### config.mk
export PLATFORM = sky130hd
export DESIGN_NAME = up_down_actuator_controller
export DESIGN_NICKNAME = d
export VERILOG_FILES = /design/src/udac_pkg.sv /design/src/up_down_actuator_controller.sv
export VERILOG_INCLUDE_DIRS = /design/src /design/src/src
export SDC_FILE = /design/constraint.sdc
export NUM_CORES = 2
export LEC_CHECK = 0
export ABC_CLOCK_PERIOD_IN_PS = 9600
export BUFFER_PORTS_ARGS = -buffer_cell sky130_fd_sc_hd__buf_2
export CAP_MARGIN = 30
export CORE_MARGIN = 5
export CORE_UTILIZATION = 50
export DETAILED_ROUTE_END_ITERATION = 8
export PLACE_DENSITY_LB_ADDON = 0.08
export SLEW_MARGIN = 20
export SYNTH_ARGS = -nofsm -noshare
export SYNTH_HDL_FRONTEND = slang
export SYNTH_SLANG_ARGS = --single-unit
### constraint.sdc
create_clock -name clk -period 9.6 [get_ports clk]
set_input_delay 0.96 -clock clk [delete_from_list [all_inputs] [get_ports clk]]
set_output_delay 0.96 -clock clk [all_outputs]
set_load 0.05 [all_outputs]
### src/assert_macros.svh
// Assertion macros shared by the RTL of the actuator controller.
// No dependencies; each macro expands to one labelled concurrent assertion.
`ifndef ASSERT_MACROS_SVH
`define ASSERT_MACROS_SVH

// Property must hold at every rising edge outside reset.
`define ASSERT_CLK(label, clk, rst_n, prop) \
    label: assert property (@(posedge clk) disable iff (!rst_n) (prop)) \
        else $error("assertion failed");

// Condition must never be seen at a rising edge outside reset.
`define ASSERT_NEVER(label, clk, rst_n, cond) \
    label: assert property (@(posedge clk) disable iff (!rst_n) !(cond)) \
        else $error("forbidden condition seen");

`endif

### src/udac_pkg.sv
// Package for the up/down actuator controller: phase, action, function and
// register codes, reset values and divide-by-100 constants. No dependencies.
`timescale 1ns / 1ps
`default_nettype none

package udac_pkg;

    localparam int TIME_BITS = 32;

    // phase codes
    localparam logic [1:0] PH_IDLE = 2'd0;
    localparam logic [1:0] PH_UP   = 2'd1;
    localparam logic [1:0] PH_DOWN = 2'd2;
    localparam logic [1:0] PH_COOL = 2'd3;

    // action codes
    localparam logic [1:0] ACT_STOP = 2'd0;
    localparam logic [1:0] ACT_UP   = 2'd1;
    localparam logic [1:0] ACT_DOWN = 2'd2;
    localparam logic [1:0] ACT_BAD  = 2'd3;

    // input function codes
    localparam logic FUNC_TICK    = 1'b0;
    localparam logic FUNC_REQUEST = 1'b1;

    // configuration register indexes
    localparam logic [1:0] CFG_STANDARD = 2'd0;
    localparam logic [1:0] CFG_MAX      = 2'd1;
    localparam logic [1:0] CFG_COOL     = 2'd2;

    // reset values
    localparam logic [31:0] STANDARD_RESET = 32'd100000;
    localparam logic [31:0] MAX_RESET      = 32'd100000;
    localparam logic [31:0] COOL_RESET     = 32'd50000;
    localparam logic [31:0] LIMIT_RESET    = 32'd100000;

    // percent scaling: floor(x / 100) == (x * 5243) >> 19 for x < 43699
    localparam int          PCT_FULL    = 100;
    localparam logic [6:0]  PCT_CLAMP   = 7'd100;
    localparam logic [19:0] RECIP_100   = 20'd5243;
    localparam int          RECIP_SHIFT = 19;

    // floor(x / 100) == (x * RECIP_100_WIDE) >> RECIP_WIDE_SHIFT for any 32-bit x
    localparam logic [31:0] RECIP_100_WIDE   = 32'h51EB_851F;
    localparam int          RECIP_WIDE_SHIFT = 37;

    // standard time split into quotient and scaled remainder of /100
    localparam int QUO_BITS = 26;
    localparam int RK_BITS  = 20;
    localparam logic [QUO_BITS-1:0] QUO_RESET = QUO_BITS'(STANDARD_RESET / PCT_FULL);
    localparam logic [RK_BITS-1:0]  RK_RESET  =
        RK_BITS'((STANDARD_RESET % PCT_FULL) * 5243);

    // split sequencer: quotient cycle, then remainder cycle
    localparam int DIV_STEPS = 2;
    localparam int CNT_BITS  = 1;

endpackage

`default_nettype wire

### src/up_down_actuator_controller.sv
// Top level of the up/down actuator controller: request store, tick phase
// machine, result register and the split by 100 for timed mode.
// Depends on udac_pkg and assert_macros.svh.
`timescale 1ns / 1ps
`default_nettype none

// The input register takes the item at the transfer; the result register takes
// it through the single phase-machine update when it is empty or being drained.
// Throughput: one item per cycle while neither out_stall nor a split holds it.
// A write to standard_moving_ms holds cfg_ready and raises in_stall while a
// reciprocal multiply splits the value by 100.
// Reset (rst_n low, asynchronous) empties both stages, sets phase idle, action
// stop, manual mode, limit 100000, phase start 0 and the register defaults.
module up_down_actuator_controller
(
    input  wire logic        clk,
    input  wire logic        rst_n,

    input  wire logic        in_valid,
    output logic             in_stall,
    input  wire logic        func,
    input  wire logic [1:0]  action,
    input  wire logic        timed_mode,
    input  wire logic [9:0]  duration_percent,
    input  wire logic [udac_pkg::TIME_BITS-1:0] now_ms,

    output logic             out_valid,
    input  wire logic        out_stall,
    output logic             drive_up,
    output logic             drive_down,
    output logic [1:0]       phase,
    output logic             notify,
    output logic [1:0]       notify_kind,

    input  wire logic        cfg_valid,
    output logic             cfg_ready,
    input  wire logic [1:0]  cfg_index,
    input  wire logic [31:0] cfg_data
);
    import udac_pkg::*;

    `include "assert_macros.svh"

    // ------------------------------------------------------------------
    // Configuration registers and the split of standard_moving_ms by 100.
    // ------------------------------------------------------------------
    logic [31:0]          max_reg;
    logic [31:0]          cool_reg;
    logic [QUO_BITS-1:0]  quo_reg;      // standard_moving_ms / 100
    logic [RK_BITS-1:0]   rk_reg;       // (standard_moving_ms % 100) * 5243
    logic                 busy_reg;
    logic [CNT_BITS-1:0]  cnt_reg;
    logic [31:0]          dv_reg;       // standard_moving_ms being split
    logic [QUO_BITS-1:0]  dq_reg;       // its quotient, held for the remainder

    logic [63:0]          recip_prod;
    logic [QUO_BITS-1:0]  dq_next;
    logic [31:0]          dq_times;
    logic [6:0]           rem_next;
    logic [RK_BITS-1:0]   rk_next;
    logic                 cfg_fire;
    logic                 div_last;

    assign cfg_ready = !busy_reg;
    assign cfg_fire  = cfg_valid && cfg_ready;
    assign div_last  = busy_reg && (cnt_reg == CNT_BITS'(DIV_STEPS - 1));

    always_comb
    begin
        // first step: quotient by reciprocal multiplication
        recip_prod = 64'(dv_reg) * 64'(RECIP_100_WIDE);
        dq_next    = recip_prod[RECIP_WIDE_SHIFT+QUO_BITS-1:RECIP_WIDE_SHIFT];
        // second step: remainder and its scaled form
        dq_times   = 32'(dq_reg) * 32'(PCT_FULL);
        rem_next   = 7'(dv_reg - dq_times);
        rk_next    = RK_BITS'(RK_BITS'(rem_next) * RECIP_100);
    end

    always_ff @(posedge clk or negedge rst_n)
    begin
        if (!rst_n)
        begin
            max_reg  <= MAX_RESET;
            cool_reg <= COOL_RESET;
            quo_reg  <= QUO_RESET;
            rk_reg   <= RK_RESET;
            busy_reg <= 1'b0;
            cnt_reg  <= '0;
        end
        else
        begin
            if (cfg_fire)
            begin
                case (cfg_index)
                    CFG_STANDARD:
                    begin
                        busy_reg <= 1'b1;
                        cnt_reg  <= '0;
                    end
                    CFG_MAX:  max_reg  <= cfg_data;
                    CFG_COOL: cool_reg <= cfg_data;
                    default:  ;     // index beyond the list: drop the write
                endcase
            end
            if (busy_reg)
            begin
                cnt_reg <= cnt_reg + 1'b1;
                if (div_last)
                begin
                    busy_reg <= 1'b0;
                    quo_reg  <= dq_reg;
                    rk_reg   <= rk_next;
                end
            end
        end
    end

    // datapath of the split needs no reset
    always_ff @(posedge clk)
    begin
        if (cfg_fire && cfg_index == CFG_STANDARD)
            dv_reg <= cfg_data;
        if (busy_reg && cnt_reg == '0)
            dq_reg <= dq_next;
    end

    // ------------------------------------------------------------------
    // Pipeline control: input register, then result register.
    // ------------------------------------------------------------------
    logic        s1_valid_reg;
    logic        out_valid_reg;
    logic        out_load;
    logic        s1_load;

    // result register takes a new item when empty or being drained
    assign out_load  = s1_valid_reg && (!out_valid_reg || !out_stall);
    assign s1_load   = in_valid && !in_stall;
    // hold the input while splitting or while both stages are full and blocked
    assign in_stall  = busy_reg || (s1_valid_reg && !out_load);
    assign out_valid = out_valid_reg;

    always_ff @(posedge clk or negedge rst_n)
    begin
        if (!rst_n)
        begin
            s1_valid_reg  <= 1'b0;
            out_valid_reg <= 1'b0;
        end
        else
        begin
            if (s1_load)
                s1_valid_reg <= 1'b1;
            else if (out_load)
                s1_valid_reg <= 1'b0;

            if (out_load)
                out_valid_reg <= 1'b1;
            else if (!out_stall)
                out_valid_reg <= 1'b0;
        end
    end

    // input register payload
    logic                 s1_func_reg;
    logic [1:0]           s1_action_reg;
    logic                 s1_timed_reg;
    logic [9:0]           s1_pct_reg;
    logic [TIME_BITS-1:0] s1_now_reg;

    always_ff @(posedge clk)
    begin
        if (s1_load)
        begin
            s1_func_reg   <= func;
            s1_action_reg <= action;
            s1_timed_reg  <= timed_mode;
            s1_pct_reg    <= duration_percent;
            s1_now_reg    <= now_ms;
        end
    end

    // ------------------------------------------------------------------
    // Controller state and the step logic.
    // ------------------------------------------------------------------
    logic [1:0]           phase_reg;
    logic [1:0]           wanted_reg;
    logic                 mode_reg;
    logic [31:0]          limit_reg;
    logic [TIME_BITS-1:0] start_reg;

    logic [1:0]           phase_next;
    logic [1:0]           wanted_next;
    logic                 mode_next;
    logic [31:0]          limit_next;
    logic [TIME_BITS-1:0] start_next;
    logic                 entered;

    logic [6:0]           pct_clamped;
    logic [32:0]          prod_quo;
    logic [26:0]          prod_rem;
    logic [31:0]          limit_timed;
    logic [TIME_BITS-1:0] elapsed;
    logic [1:0]           act_match;
    logic [1:0]           act_opp;

    always_comb
    begin
        // timed limit: quo*p + floor(rem*p/100), exact since quo*p is whole
        pct_clamped = (s1_pct_reg > 10'(PCT_CLAMP)) ? PCT_CLAMP : s1_pct_reg[6:0];
        prod_quo    = 33'(quo_reg) * 33'(pct_clamped);
        prod_rem    = 27'(rk_reg) * 27'(pct_clamped);
        limit_timed = prod_quo[31:0] + 32'(prod_rem[RECIP_SHIFT+6:RECIP_SHIFT]);

        elapsed   = s1_now_reg - start_reg;
        act_match = (phase_reg == PH_UP) ? ACT_UP : ACT_DOWN;
        act_opp   = (phase_reg == PH_UP) ? ACT_DOWN : ACT_UP;

        phase_next  = phase_reg;
        wanted_next = wanted_reg;
        mode_next   = mode_reg;
        limit_next  = limit_reg;
        start_next  = start_reg;
        entered     = 1'b0;

        if (s1_func_reg == FUNC_REQUEST)
        begin
            wanted_next = (s1_action_reg == ACT_BAD) ? ACT_STOP : s1_action_reg;
            mode_next   = s1_timed_reg;
            limit_next  = s1_timed_reg ? limit_timed : max_reg;
        end
        else
        begin
            case (phase_reg)
                PH_IDLE:
                begin
                    if (wanted_reg != ACT_STOP)
                    begin
                        phase_next = (wanted_reg == ACT_UP) ? PH_UP : PH_DOWN;
                        start_next = s1_now_reg;
                        entered    = 1'b1;
                    end
                end
                PH_UP, PH_DOWN:
                begin
                    if (!(wanted_reg == act_match && 64'(elapsed) < 64'(limit_reg)))
                    begin
                        // reverse on the opposite request, else cool down
                        phase_next = (wanted_reg == act_opp) ? act_opp : PH_COOL;
                        start_next = s1_now_reg;
                        entered    = 1'b1;
                    end
                end
                PH_COOL:
                begin
                    wanted_next = ACT_STOP;
                    if (64'(elapsed) >= 64'(cool_reg))
                        phase_next = PH_IDLE;
                end
                default: ;
            endcase
        end
    end

    always_ff @(posedge clk or negedge rst_n)
    begin
        if (!rst_n)
        begin
            phase_reg  <= PH_IDLE;
            wanted_reg <= ACT_STOP;
            mode_reg   <= 1'b0;
            limit_reg  <= LIMIT_RESET;
            start_reg  <= '0;
        end
        else if (out_load)
        begin
            phase_reg  <= phase_next;
            wanted_reg <= wanted_next;
            mode_reg   <= mode_next;
            limit_reg  <= limit_next;
            start_reg  <= start_next;
        end
    end

    // ------------------------------------------------------------------
    // Result register.
    // ------------------------------------------------------------------
    logic       drive_up_reg;
    logic       drive_down_reg;
    logic [1:0] phase_out_reg;
    logic       notify_reg;
    logic [1:0] kind_reg;

    always_ff @(posedge clk)
    begin
        if (out_load)
        begin
            drive_up_reg   <= (phase_next == PH_UP);
            drive_down_reg <= (phase_next == PH_DOWN);
            phase_out_reg  <= phase_next;
            notify_reg     <= entered && mode_next;
            // kind follows the new phase: up 0, down 1, cool down (stop) 2
            kind_reg       <= (entered && mode_next) ? 2'(phase_next - 2'd1) : 2'd0;
        end
    end

    assign drive_up    = drive_up_reg;
    assign drive_down  = drive_down_reg;
    assign phase       = phase_out_reg;
    assign notify      = notify_reg;
    assign notify_kind = kind_reg;

    // ------------------------------------------------------------------
    // Assertions.
    // ------------------------------------------------------------------
    `ASSERT_NEVER(a_both_drives, clk, rst_n, out_valid_reg && drive_up_reg && drive_down_reg)
    `ASSERT_CLK(a_notify_not_idle, clk, rst_n,
        (out_valid_reg && notify_reg) |-> (phase_out_reg != PH_IDLE))
    `ASSERT_CLK(a_no_transfer_dividing, clk, rst_n, busy_reg |-> (in_stall && !cfg_ready))
    `ASSERT_CLK(a_divide_starts, clk, rst_n,
        (cfg_fire && cfg_index == CFG_STANDARD) |=> (busy_reg && cnt_reg == '0))

endmodule

`default_nettype wire
==> flow_summary_export.csv <==
group,metric,value,unit
outcome,outcome,"complete, no violations",
cells_and_area,drive_above_1_share,11.3,%
sta,finalCritPeriodShare,97.3,%
critical_path,r2r-start,"s1_pct_reg[1]$_DFFE_PP_",
detailed_routing,wirelength,105000,µm
critical_path,critPathSlowestCell,"fa_1",
critical_path,r2r-end,"limit_reg[28]$_DFFE_PN0P_",
die,die_w,298,µm
worst_hold_path,hold_class,"primary input to async pin",
critical_path,end_kind,"flop",
logic_synthesis,synth_area_leaders,"fa_1 30%, ha_1 20%, dfrtp_1 9.6%",
place,io_buffers,94,
logic_synthesis,synth_warnings,0,
place,gp_congestion,0.913,
detailed_routing,postRouteAntennaNets,0,
cells_and_area,fin_nets,5507,
detailed_routing,avgViaCountPerCell,5.41,
logic_synthesis,seq_area_frac_synth,19.1,%
sta,setup_viol,0,
sta,worst_pin_slew,0.860,ns
global_route,grt_pass1_wl,170000,µm
sta,finalHoldViolCount,0,
detailed_routing,drt_first_pass_iters,5,
logic_synthesis,synth_common_cells,"825 x inv_1, 661 x ha_1, 621 x fa_1",
global_route,grt_pass1_vias,30228,
die,rows,105,
logic_synthesis,syn_area,41500,µm²
sta,slew_violations,0,
critical_path,startpoint,"s1_pct_reg[1]$_DFFE_PP_",
logic_synthesis,netlist_instances,3990,
critical_path,start_kind,"flop",
logic_synthesis,avgSynthCellArea,10.4,µm²
detailed_routing,via_count,28304,
sta,slew_headroom,42.6,%
place,dp_cells,5161,
critical_path,crit_end,"limit_reg[28]$_DFFE_PN0P_",
critical_path,crit_arrival,9.88,ns
global_route,grt.overflow.total,0,
critical_path,r2r_slack,0.26,ns
clocking,clock_sinks,294,
detailed_routing,wl_per_cell,20.2,µm
detailed_routing,drc_errors,0,
global_route,antenna_found_initial,2,
clocking,cts_hold_buf,0,
critical_path,r2r_cells,44,
clocking,cts_buffer_depth,3,
detailed_routing,drt-initial-drc-count,1618,
logic_synthesis,yosysTopAreaCell,"fa_1",
die,dieArea,88900,µm²
logic_synthesis,synth_flop_cell,"dfrtp_1",
sta,grt_setup_unrepaired,"true",
critical_path,crit_top_cell,"buf_6",
die,start_util,50.5,%
sta,period_minus_slack,9.34,ns
die,io_pins,95,
die,core_area,82200,µm²
place,hpwl,88300,µm
critical_path,max_stage_delay,0.54,ns
clocking,insertion_delay,0.62,ns
critical_path,path_class,"flop to flop",
sta,clock.fmax,107,MHz
logic_synthesis,syn-num-nets,5357,
clocking,numCtsBuffers,30,
critical_path,path_max_fanout,7,
global_route,grt_use_total,24.2,%
cells_and_area,finalNonFillerCells,5234,
cells_and_area,antenna_cells,0,
cells_and_area,area_growth,9.33,%
clocking,cts_tree,"done",
logic_synthesis,synth_cell_type_count,81,
clocking,cts_root_buf,"clkbuf_16",
clocking,cts.clk_slew.worst_paths,0.07,ns
logic_synthesis,netlist.area_leader.share,29.9,%
logic_synthesis,synthArstFlopShare,62.2,%
cells_and_area,n_fill_cell,7408,
logic_synthesis,synth_edf_count,111,
logic_synthesis,ys_ff_latch,294,
job,maxCapViolCount,0,
critical_path,cp.required,10.14,ns
logic_synthesis,yosysMostFrequentCell,"inv_1",
sta,finClkSkew,0.0548,ns
global_route,grt_start_max_net_pins,65,
clocking,cts_max_level,1,
die,die_h,298,µm
==> worst min path at each step <==
stage,from,endpoint,slack (ns),depth (start not counted)
floorplan,s1_action_reg[0]$_DFFE_PP_,wanted_reg[1]$_DFFE_PN0P_,0.44,1
global placement,s1_action_reg[0]$_DFFE_PP_,wanted_reg[1]$_DFFE_PN0P_,0.46,1
detailed placement,dq_reg[7]$_DFFE_PP_,quo_reg[7]$_DFFE_PN1P_,0.47,1
CTS,rst_n,rk_reg[5]$_DFFE_PN0P_,0.37,1
global route,rst_n,rk_reg[1]$_DFFE_PN0P_,0.40,1
finish,rst_n,rk_reg[1]$_DFFE_PN0P_,0.37,1
==> cells by family after synthesis <==
| group | share of synthesized area, % |
|---|---|
| AOI/OAI and AO/OA | 8.51 |
| xor gates and xnor gates | 2.34 |
| adders and majority gates | 49.9 |
| buffers and inverters | 8.17 |
| DFF | 19.1 |
| muxes | 3.03 |
| and+or+nand+nor | 8.95 |
==> repair_timing <==
| item | in CTS | in global routing |
|---|---|---|
| setup buffers | 1 | 17 |
| resized for setup | 11 | 96 |
| pin swaps | 8 | 90 |
| setup endpoints to repair | 14 | 21 |
==> stage by stage <==
stage / hold WS [ns] / worst slack [ns] / utilization, % / area [µm²] / TNS (ns)
global placement: 0.458 / -0.249 / 53.2 / 43700 / -1.08
finish: 0.366 / 0.256 / 55.2 / 45400 / 0
floorplan: 0.437 / 0.0859 / - / 41500 / 0
global route: 0.402 / -0.244 / 55.2 / 45400 / -1.45
detailed placement: 0.470 / -0.316 / 53.2 / 43700 / -2.02
CTS: 0.372 / 0.00256 / 54.5 / 44800 / 0
==> routing by layer <==
metal	up-vias	GRT usage (%)	share of wire, %
li1	13292	-	-
met4	4	4.33	2.1
met3	115	3.42	4.9
met1	14361	35.0	46
met5	-	0	0.027
met2	532	39.6	47
==> layout by cell type, fill, tap and decap left out, types with 11 or more instances in the layout <==
cell and instances:
nand2b_1 14, fa_1 618, nand4_1 23, dfstp_2 24, nand3_1 26, and2_1 187, ha_1 647, buf_4 85
edfxtp_1 111, o21ai_1 11, mux2_2 93, a21o_1 64, nand2_1 276, o21a_1 23, clkbuf_16 30, buf_6 12
nor2b_1 15, inv_1 816, mux2i_1 20, ha_4 11, xor2_1 47, a21oi_1 133, o211ai_1 19, nor2_1 85
xnor2_1 61, o21ai_0 136, nor3_1 25, and3_1 28, dfrtp_1 159, a31oi_1 15, o21bai_1 15, a211oi_1 14
buf_2 93
==> final cells by class <==
| class | instances | area, µm² | area share [%] |
|---|---|---|---|
| clock inverter | 19 | 246 | 0.543 |
| sequential | 294 | 7940 | 17.5 |
| inverter | 825 | 3100 | 6.82 |
| timing repair buffer | 195 | 1310 | 2.89 |
| clock buffer | 37 | 797 | 1.76 |
| multi-input combinational | 2794 | 30600 | 67.5 |
| tap | 1070 | 1340 | 2.95 |
==> critical path, delay by kind of cell, from the launching register on <==
| kind | cells | cell delay [ns] |
|---|---|---|
| flops | 1 | 0.38 |
| xor+xnor | 2 | 0.33 |
| simple gates | 5 | 0.68 |
| compound gates | 15 | 2.64 |
| fa+ha+maj | 9 | 3.82 |
| buf+inv | 13 | 1.45 |
Power is not shown: default switching activity piles up to over one toggle a cycle in this logic, so the estimate is an artifact.
